<file path="src/rtl/core/bss_pkg.sv">
// ----------------------------------------------------------------------------
// bss_pkg
// shared types, widths and codes for the bounded stack with search and remove
// ----------------------------------------------------------------------------
`default_nettype none

package bss_pkg;

  localparam int DEPTH    = 8;
  localparam int KEY_BITS = 64;

  localparam int PTR_W    = (DEPTH > 1) ? $clog2(DEPTH) : 1;
  localparam int CNT_W    = $clog2(DEPTH + 1);
  localparam int KEY_W    = 64;
  localparam int OCC_W    = 4;

  typedef logic [KEY_BITS-1:0] key_t;
  typedef logic [KEY_W-1:0]    field_key_t;
  typedef logic [OCC_W-1:0]    occ_t;
  typedef logic [PTR_W-1:0]    ptr_t;
  typedef logic [CNT_W-1:0]    cnt_t;

  localparam logic [1:0] CMD_PUSH   = 2'd0;
  localparam logic [1:0] CMD_POP    = 2'd1;
  localparam logic [1:0] CMD_SEARCH = 2'd2;
  localparam logic [1:0] CMD_REMOVE = 2'd3;

  localparam logic [1:0] ST_OK       = 2'd0;
  localparam logic [1:0] ST_FULL     = 2'd1;
  localparam logic [1:0] ST_EMPTY    = 2'd2;
  localparam logic [1:0] ST_NOTFOUND = 2'd3;

  typedef struct packed {
    logic [1:0]       cmd;
    logic [KEY_W-1:0] key;
  } in_word_t;

  typedef struct packed {
    logic [1:0]       status;
    logic [KEY_W-1:0] popped_key;
    logic             found;
    logic [KEY_W-1:0] top_key;
    logic [OCC_W-1:0] occupancy;
    logic             is_full;
    logic             is_empty;
  } out_word_t;

  typedef struct packed {
    logic rd_en;
    ptr_t rd_addr;
    logic wr_en;
    ptr_t wr_addr;
    key_t wr_data;
  } mem_ctl_t;

  typedef enum logic [3:0] {
    S_IDLE,
    S_EXEC,
    S_POP_WAIT,
    S_SCAN_RD,
    S_SCAN_CMP,
    S_SHIFT_RD,
    S_SHIFT_WR,
    S_TOP_RD,
    S_TOP_WAIT,
    S_OUT
  } state_t;

endpackage

`default_nettype wire

</file>
<file path="src/rtl/core/bounded_stack_search_remove.sv">
// ----------------------------------------------------------------------------
// bounded_stack_search_remove
// lifo key stack with push, pop, search and order-keeping remove, run by a
// small sequencer over one storage read port and one key comparator
//
//   channel  direction  handshake            word
//   in_      input      in_valid / in_stall  cmd, key
//   out_     output     out_valid / out_stall status, popped_key, found,
//                                            top_key, occupancy, flags
//
// one command at a time; a push writes then reads the new top key, a pop reads
// the popped entry, then the new top; search compares entries from the top down
// remove then moves each entry above the match down through the read port
// any command that leaves the stack empty skips the top-key read
// in_stall is high from accept until the result word is taken
// synchronous active-low reset empties the stack; stored keys are not cleared
// ----------------------------------------------------------------------------
`default_nettype none

module bounded_stack_search_remove (
  input  wire logic                clk,
  input  wire logic                rst_n,
  input  wire logic                in_valid,
  output      logic                in_stall,
  input  wire bss_pkg::in_word_t   in_word,
  output      logic                out_valid,
  input  wire logic                out_stall,
  output      bss_pkg::out_word_t  out_word
);

  bss_pkg::state_t state_r, state_nxt;
  bss_pkg::cnt_t   cnt_r, cnt_nxt;
  bss_pkg::ptr_t   idx_r, idx_nxt;
  logic [1:0]      cmd_r, cmd_nxt;
  bss_pkg::key_t   key_r, key_nxt;
  logic [1:0]      status_r, status_nxt;
  logic            found_r, found_nxt;
  bss_pkg::key_t   popped_r, popped_nxt;
  bss_pkg::key_t   top_r, top_nxt;

  bss_pkg::mem_ctl_t ctl;
  bss_pkg::key_t     rd_data;
  logic              hit;

  logic          accept;
  bss_pkg::cnt_t cnt_m1;
  bss_pkg::cnt_t idx_p1;
  logic          is_full_c;
  logic          is_empty_c;

  assign accept     = in_valid && !in_stall;
  assign cnt_m1     = cnt_r - bss_pkg::CNT_W'(1);
  assign idx_p1     = bss_pkg::CNT_W'(idx_r) + bss_pkg::CNT_W'(1);
  assign is_full_c  = (cnt_r == bss_pkg::CNT_W'(bss_pkg::DEPTH));
  assign is_empty_c = (cnt_r == '0);

  bss_store u_store (
    .clk     (clk),
    .ctl     (ctl),
    .cmp_key (key_r),
    .rd_data (rd_data),
    .hit     (hit)
  );

  // next state
  always_comb begin
    state_nxt = state_r;
    case (state_r)
      bss_pkg::S_IDLE: begin
        if (accept) begin
          state_nxt = bss_pkg::S_EXEC;
        end
      end
      bss_pkg::S_EXEC: begin
        if (cmd_r == bss_pkg::CMD_PUSH) begin
          state_nxt = bss_pkg::S_TOP_RD;
        end else if (is_empty_c) begin
          state_nxt = bss_pkg::S_TOP_RD;
        end else if (cmd_r == bss_pkg::CMD_POP) begin
          state_nxt = bss_pkg::S_POP_WAIT;
        end else begin
          state_nxt = bss_pkg::S_SCAN_RD;
        end
      end
      bss_pkg::S_POP_WAIT: state_nxt = bss_pkg::S_TOP_RD;
      bss_pkg::S_SCAN_RD:  state_nxt = bss_pkg::S_SCAN_CMP;
      bss_pkg::S_SCAN_CMP: begin
        if (hit) begin
          state_nxt = (cmd_r == bss_pkg::CMD_REMOVE) ? bss_pkg::S_SHIFT_RD
                                                     : bss_pkg::S_TOP_RD;
        end else if (idx_r == '0) begin
          state_nxt = bss_pkg::S_TOP_RD;
        end else begin
          state_nxt = bss_pkg::S_SCAN_RD;
        end
      end
      bss_pkg::S_SHIFT_RD: begin
        state_nxt = (idx_p1 < cnt_r) ? bss_pkg::S_SHIFT_WR : bss_pkg::S_TOP_RD;
      end
      bss_pkg::S_SHIFT_WR: state_nxt = bss_pkg::S_SHIFT_RD;
      bss_pkg::S_TOP_RD: begin
        state_nxt = is_empty_c ? bss_pkg::S_OUT : bss_pkg::S_TOP_WAIT;
      end
      bss_pkg::S_TOP_WAIT: state_nxt = bss_pkg::S_OUT;
      bss_pkg::S_OUT: begin
        if (!out_stall) begin
          state_nxt = bss_pkg::S_IDLE;
        end
      end
      default: state_nxt = bss_pkg::S_IDLE;
    endcase
  end

  // storage control and datapath
  always_comb begin
    ctl        = '0;
    cnt_nxt    = cnt_r;
    idx_nxt    = idx_r;
    cmd_nxt    = cmd_r;
    key_nxt    = key_r;
    status_nxt = status_r;
    found_nxt  = found_r;
    popped_nxt = popped_r;
    top_nxt    = top_r;
    case (state_r)
      bss_pkg::S_IDLE: begin
        if (accept) begin
          cmd_nxt    = in_word.cmd;
          key_nxt    = in_word.key[bss_pkg::KEY_BITS-1:0];
          status_nxt = bss_pkg::ST_OK;
          found_nxt  = 1'b0;
          popped_nxt = '0;
        end
      end
      bss_pkg::S_EXEC: begin
        if (cmd_r == bss_pkg::CMD_PUSH) begin
          if (is_full_c) begin
            status_nxt = bss_pkg::ST_FULL;
          end else begin
            ctl.wr_en   = 1'b1;
            ctl.wr_addr = cnt_r[bss_pkg::PTR_W-1:0];
            ctl.wr_data = key_r;
            cnt_nxt     = cnt_r + bss_pkg::CNT_W'(1);
          end
        end else if (is_empty_c) begin
          status_nxt = bss_pkg::ST_EMPTY;
        end else if (cmd_r == bss_pkg::CMD_POP) begin
          ctl.rd_en   = 1'b1;
          ctl.rd_addr = cnt_m1[bss_pkg::PTR_W-1:0];
          cnt_nxt     = cnt_m1;
        end else begin
          idx_nxt = cnt_m1[bss_pkg::PTR_W-1:0];
        end
      end
      bss_pkg::S_POP_WAIT: begin
        popped_nxt = rd_data;
      end
      bss_pkg::S_SCAN_RD: begin
        ctl.rd_en   = 1'b1;
        ctl.rd_addr = idx_r;
      end
      bss_pkg::S_SCAN_CMP: begin
        if (hit) begin
          found_nxt = 1'b1;
        end else if (idx_r == '0) begin
          status_nxt = bss_pkg::ST_NOTFOUND;
        end else begin
          idx_nxt = idx_r - bss_pkg::PTR_W'(1);
        end
      end
      bss_pkg::S_SHIFT_RD: begin
        if (idx_p1 < cnt_r) begin
          ctl.rd_en   = 1'b1;
          ctl.rd_addr = idx_p1[bss_pkg::PTR_W-1:0];
        end else begin
          cnt_nxt = cnt_m1;
        end
      end
      bss_pkg::S_SHIFT_WR: begin
        ctl.wr_en   = 1'b1;
        ctl.wr_addr = idx_r;
        ctl.wr_data = rd_data;
        idx_nxt     = idx_p1[bss_pkg::PTR_W-1:0];
      end
      bss_pkg::S_TOP_RD: begin
        if (is_empty_c) begin
          top_nxt = '0;
        end else begin
          ctl.rd_en   = 1'b1;
          ctl.rd_addr = cnt_m1[bss_pkg::PTR_W-1:0];
        end
      end
      bss_pkg::S_TOP_WAIT: begin
        top_nxt = rd_data;
      end
      bss_pkg::S_OUT: begin
      end
      default: begin
      end
    endcase
  end

  always_ff @(posedge clk) begin
    if (!rst_n) begin
      state_r <= bss_pkg::S_IDLE;
      cnt_r   <= '0;
    end else begin
      state_r <= state_nxt;
      cnt_r   <= cnt_nxt;
    end
  end

  always_ff @(posedge clk) begin
    idx_r    <= idx_nxt;
    cmd_r    <= cmd_nxt;
    key_r    <= key_nxt;
    status_r <= status_nxt;
    found_r  <= found_nxt;
    popped_r <= popped_nxt;
    top_r    <= top_nxt;
  end

  assign in_stall  = (state_r != bss_pkg::S_IDLE);
  assign out_valid = (state_r == bss_pkg::S_OUT);

  always_comb begin
    out_word.status     = status_r;
    out_word.popped_key = bss_pkg::field_key_t'(popped_r);
    out_word.found      = found_r;
    out_word.top_key    = bss_pkg::field_key_t'(top_r);
    out_word.occupancy  = bss_pkg::occ_t'(cnt_r);
    out_word.is_full    = is_full_c;
    out_word.is_empty   = is_empty_c;
  end

endmodule

`default_nettype wire

</file>
<file path="src/rtl/core/bss_store.sv">
// ----------------------------------------------------------------------------
// bss_store
// key storage with one write port, one registered read port and the shared
// key comparator
// ----------------------------------------------------------------------------
`default_nettype none

module bss_store (
  input  wire logic              clk,
  input  wire bss_pkg::mem_ctl_t ctl,
  input  wire bss_pkg::key_t     cmp_key,
  output      bss_pkg::key_t     rd_data,
  output      logic              hit
);

  bss_pkg::key_t mem [bss_pkg::DEPTH];
  bss_pkg::key_t rd_data_r;

  always_ff @(posedge clk) begin
    if (ctl.wr_en) begin
      mem[ctl.wr_addr] <= ctl.wr_data;
    end
  end

  always_ff @(posedge clk) begin
    if (ctl.rd_en) begin
      rd_data_r <= mem[ctl.rd_addr];
    end
  end

  assign rd_data = rd_data_r;
  assign hit     = (rd_data_r == cmp_key);

endmodule

`default_nettype wire

</file>
<file path="config.mk">
export PLATFORM = sky130hd
export DESIGN_NAME = bounded_stack_search_remove
export DESIGN_NICKNAME = d
export VERILOG_FILES = /design/src/rtl/core/bss_pkg.sv /design/src/rtl/core/bounded_stack_search_remove.sv /design/src/rtl/core/bss_store.sv
export SDC_FILE = /design/constraint.sdc
export NUM_CORES = 1
export LEC_CHECK = 0
export ABC_AREA = 1
export BUFFER_PORTS_ARGS = -buffer_cell sky130_fd_sc_hd__buf_2
export CAP_MARGIN = 20
export CORE_UTILIZATION = 30
export DETAILED_ROUTE_END_ITERATION = 10
export MAX_ROUTING_LAYER = met4
export PLACE_DENSITY = 0.53
export SETUP_SLACK_MARGIN = 0.5
export SLEW_MARGIN = 25
export SYNTH_ARGS = -nofsm -noshare
export SYNTH_HDL_FRONTEND = slang
export SYNTH_HIERARCHICAL = 1
export SYNTH_SLANG_ARGS = --single-unit
</file>
<file path="constraint.sdc">
create_clock -name clk -period 6.8 [get_ports clk]
set_clock_uncertainty 0.05 [all_clocks]
set_input_delay 1.02 -clock clk [delete_from_list [all_inputs] [get_ports clk]]
set_output_delay 1.02 -clock clk [all_outputs]
set_load 0.005 [all_outputs]
</file>
* After elaboration in Yosys (flattened, before gate mapping)
Memories as Yosys holds them, arrays and structs flattened. A register that Yosys moved wholly into a read port is not among the register bits.
Cells that the tools add are included.
** Operators by class
- $add $sub $neg :: 4
- $lt $le $gt $ge :: 1
- Eq/ne operators :: 29
- Muxes and demuxes :: 48
- Reduce and logical (&&, ||, !) cells :: 21
** Operator list (count)
- $pmux 64 s2 :: 2
- $mux 68 :: 2
- $pmux 68 s2 :: 1
- $mux 64 :: 2
- $eq 64x64->1 :: 1
- $mux 4 :: 12
- $pmux 4 s10 :: 1
- $mux 3 :: 9
- $ne 2x2->1 const B :: 11
- $eq 4x3->1 const B :: 4
- $pmux 4 s4 :: 1
- $ne 3x3->1 const B :: 5
- $mux 2 :: 7
- $eq 4x4->1 const B :: 3
- $reduce_and 6->1 :: 2
- $pmux 3 s3 :: 1
- $eq 4x2->1 const B :: 2
- $logic_not 4->1 :: 2
- $pmux 4 s2 :: 1
- $reduce_and 2->1 :: 4
- $reduce_bool 2->1 :: 4
- $mux 1 :: 7
- $pmux 2 s3 :: 1
- $reduce_bool 3->1 :: 2
- 16 further kinds :: 16
** Word-level totals
- Flip-flop bits (word level) :: 208
- Memory bits (writable) :: 512
- Input port bits :: 70
- Output and inout port bits :: 139
- Word-level logic and storage cells :: 113
- Memories :: 1
** Memory list
- u_store.mem :: depth 8, width 64, read ports 1, clocked after Yosys merged registers in 1, write ports 1, RTL line bss_store.sv:16 : bss_pkg::key_t mem [bss_pkg::DEPTH];

* Depth between registers and ports, before layout
- Depth in word-level cells :: 6
- Mapped depth :: 19
- Mapped depth without buffers :: 15

* By module
The synthesis kept the hierarchy.
** By module, submodules not included
- bss_store :: instances 1, cells an instance 1693, area each 22560.4 sq um, seq. area each 17296.6 sq um
- bounded_stack_search_remove :: instances 1, cells an instance 760, area each 8792.2 sq um, seq. area each 6165.9 sq um

* Least setup slack after synthesis
Ideal clock, no wire load.
- Kind :: input -> register
- Start :: in in_valid
- End :: reg popped_r[0], enable pin
- Setup time :: 0.575 ns
- Data arrival time :: 5.588 ns
- Required time :: 6.175 ns
- Setup slack :: 0.588 ns
- Stages :: 2
- Buffers on the path :: 0
- Cells stage by stage :: inv_1 o21ai_0
** Between the ends
- Longest elaborated chain between the ends :: 3
** Ends and longest elaborated chain
- from (decl) :: RTL line bounded_stack_search_remove.sv:23 : input wire logic in_valid,
- $logic_and 1x1->1 :: RTL line bounded_stack_search_remove.sv:51 : assign accept = in_valid && !in_stall;
- $ne 2x2->1 (no line)
- $reduce_and 2->1 (no line)
- to (signal assigned) :: RTL line bounded_stack_search_remove.sv:219 : popped_r <= popped_nxt;
- to (decl) :: RTL line bounded_stack_search_remove.sv:38 : bss_pkg::key_t popped_r, popped_nxt;
Every way passes these cells.
A chain may end at the register's enable or synchronous reset.

==> run metrics <==
Mean Syn Cell Area ~13 um^2; ANT nets after route 0; Crit path max-delay family buffers and inverters; DP HPWL approximately 46,000 um; CTS Hold Bufs 0; Tot GR Track Use 0.156; fmax 215 MHz; DIE AREA ~110,000 um^2; slack of the worst reg-to-reg path 2150 ps; max_cap viols 0; filler instances 10.0k; Final Power 14.4 mW; R2R Path End u_store/rd_data[23]; Nets about 2.7k; DRT Pass-1 Iters 7; post-synthesis adder-cell area fraction 0.00319; worst r2r path cells 16; Site Rows about 120; max-slew violation count 0; antenna violations before repair 13; VDD IR-drop max between 0.2 and 0.25 mV; area share of the largest cell type after synthesis 0.743; die height about 330 um; Max Root-Sink Buffers 3; post-layout instance area 36,800 um^2; largest family of logic cells by synthesized area simple AND/OR/NAND/NOR gates; Worst path slowest cell buf_4; status completed; non-filler cells, final just over 4k; vias per cell roughly 4.7; post-CTS sizing 0; TritonCTS Buffers 88; largest net degree at the start of global routing 167; TNS Setup 0 ps; Sw Ratio 0.315; Hold Path Origin in_word[10]; RSZ-0062 raised after global routing no; Synth area leader edfxtp_1; Mapped Area roughly 31,000 um^2; crit-path cells inv_1 > ha_1 > ha_1 > nand2_1 > nand2_1 > nand2_1 > nand3_1 > inv_1 > nand2_1 > o221ai_4 > buf_12 > buf_4 > o21ai_0 > o22ai_1 > nor2_1 > a31oi_1; GPL Wtd Cong approximately 0.80; Clk pin slew, worst setup/hold paths around 60 ps; hold path endpoint key_r[10]; Die W about 330 um; worst setup path category flip-flop to flip-flop; via count about 19k; Power Density around 390 nW/um^2; #FFs+latches synth roughly 780; crit-path max cell delay 890 ps; clock share of power 0.327; Worst Path Buf+Inv 4; combinational share of power 0.223; area grow syn2layout 17.3%; routed wire length a little over 80,000 um; layout cell share with drive strength beyond 1 0.155; Hold Crit Class primary input to flip-flop; critical path's most frequent cell nand2_1; Post-DP Area roughly 34,000 um^2; DRC Markers 0; Max transition margin 0.242; post-synthesis compound-gate area fraction 0.0822; first-pass GRT wire length about 120,000 um; Seq pwr share 0.450; # IOs between 200 and 250; Min-Delay Path Depth 1; min Tclk post-route around 4600 ps; Synth Instances 2,453; Avg WL per Cell 19.8 um; Synth Area in XOR/XNOR 0.0162; global route total overflow 0; Arrival @ worst endpoint ~5100 ps; syn nets around 2.5k; worst-skew pair later-pin latency around 660 ps; Slew @ Worst Pin 1130 ps; # H-tree levels 3; Core Box Area around 100,000 um^2; mux cell area share after synthesis 0; CTS tree done; root buf cell clkbuf_16; dpl cells between 3k and 4k; Pint about 10 mW; FF-to-FF Start idx_r[0]; drt first-iter violations between 1k and 1.5k; final hold violations 0; critical path startpoint category flip-flop; synth warn 6; simple-gate share of the synthesized area 0.111; port bufs between 200 and 250; final count of negative-setup-slack endpoints 0; Leak Pwr 12.5 nW; Max Fanout on Critical Path around 170; crit path capture type flip-flop; Post-CTS Setup Inserts 0; post-synthesis sequential area ratio 0.748; post-synth cell types 34; top post-synthesis cells by area edfxtp_1, nor2_1, o21ai_0, nand2_1, xnor2_1; crit share post-route 0.684; number of clock sinks 784; Net Sw Power about 4.5 mW; Initial Util 0.303; vias in the first global route around 18k; Critical Path RT approximately 7300 ps
[how the worst max path moves through the flow]
| stage | startpoint | depth (start not counted) | to |
|---|---|---|---|
| after floorplan | in_valid | 2 | popped_r[0] |
| after global placement | idx_r[0] | 16 | u_store/rd_data[35] |
| after detailed placement | idx_r[0] | 16 | u_store/rd_data[35] |
| after CTS | idx_r[0] | 16 | u_store/rd_data[35] |
| after global routing | idx_r[0] | 16 | u_store/rd_data[10] |
| final | idx_r[0] | 16 | u_store/rd_data[23] |
[power groups by stage]
| stage | Combinational [mW] | Sequential (mW) | Clock [mW] |
|---|---|---|---|
| 5_1_grt | 3.59 | 6.55 | 5.02 |
| 3_3_place_gp | 3.22 | 6.60 | 0 |
| 6_report | 3.21 | 6.49 | 4.71 |
| 4_1_cts | 3.26 | 6.50 | 4.85 |
| 2_1_floorplan | 2.09 | 6.58 | 0 |
| 3_5_place_dp | 3.25 | 6.59 | 0 |
[kinds of logic (layout without fill, tap and decap cells)]
family / count (synthesis) / count (layout)
AO/OA/AOI/OAI: 475 / 475
XOR/XNOR: 58 / 58
adder cells (fa/ha/maj): 8 / 8
buffers and inverters: 262 / 525
flip-flops: 784 / 784
other: 0 / 13
AND/OR/NAND/NOR: 866 / 866
[final cells by class]
cell class | instances | area, um^2 | area share
repair buffers | 243 | 1390 | 0.0378
flip-flops and latches | 784 | 23500 | 0.638
diodes | 13 | 32.5 | 0.000884
inverters | 124 | 485 | 0.0132
multi-input cells | 1407 | 6810 | 0.185
well taps | 1380 | 1730 | 0.0469
clock buffers | 102 | 2300 | 0.0624
clock inverters | 56 | 583 | 0.0159
[through the flow]
stage	hold WS, ps	setup slack (ps)	utilization
after floorplan	491	588	-
after global placement	549	2240	0.326
after detailed placement	549	2250	0.327
after CTS	432	2210	0.355
after global routing	446	1770	0.355
final	482	2150	0.355
[per-layer routing]
layer	wire, um	track usage	up-vias
met4	1790	0.0440	0
li1	-	-	9125
met5	0	-	-
met2	36000	0.229	524
met3	4730	0.0325	123
met1	38800	0.218	9361
[placed cells by master, fill, tap and decap left out, types with 12 or more instances in the layout]
master,netlist,final
buf_2,40,208
buf_4,14,28
inv_1,116,113
edfxtp_1,776,776
o21ai_0,299,296
clkinv_2,0,14
nand3_1,72,70
nor2_4,3,12
xnor2_1,56,56
diode_2,0,13
nand2_1,135,134
nor2_1,626,617
o21ai_1,29,31
a31oi_1,65,65
clkinv_1,0,23
clkbuf_16,0,89
o22ai_1,67,67
[synth_stat cells]
cell,number
a211oi_1,1
a21oi_1,4
a31oi_1,65
a41oi_1,2
buf_1,9
buf_12,2
buf_2,40
buf_4,14
buf_6,13
buf_8,1
clkbuf_1,57
clkbuf_2,2
dfxtp_1,8
edfxtp_1,776
ha_1,8
inv_1,116
inv_2,8
nand2_1,135
nand2_2,4
nand3_1,72
nand3_2,11
nand4_1,1
nor2_1,626
nor2_2,11
nor2_4,3
nor3_1,3
o2111ai_1,2
o211ai_1,5
o21ai_0,299
o21ai_1,29
o221ai_1,1
o22ai_1,67
xnor2_1,56
xor2_1,2
[worst register-to-register path, delay by kind of cell (launching register included)]
| family | cells | cell delay (ps) |
|---|---|---|
| flops | 1 | 410 |
| fa+ha+maj | 2 | 620 |
| simple gates | 6 | 610 |
| buf+inv | 4 | 2050 |
| compound gates | 4 | 750 |
[state kept, by name, summed over array words and instances, names as in the netlist, 2 cells and up]
register / count
u_store/mem: 512
key_r: 64
popped_r: 64
top_r: 64
u_store/rd_data: 64
cnt_r: 4
state_r: 4
idx_r: 3
cmd_r: 2
status_r: 2
Power figures use the tool's default switching activity.
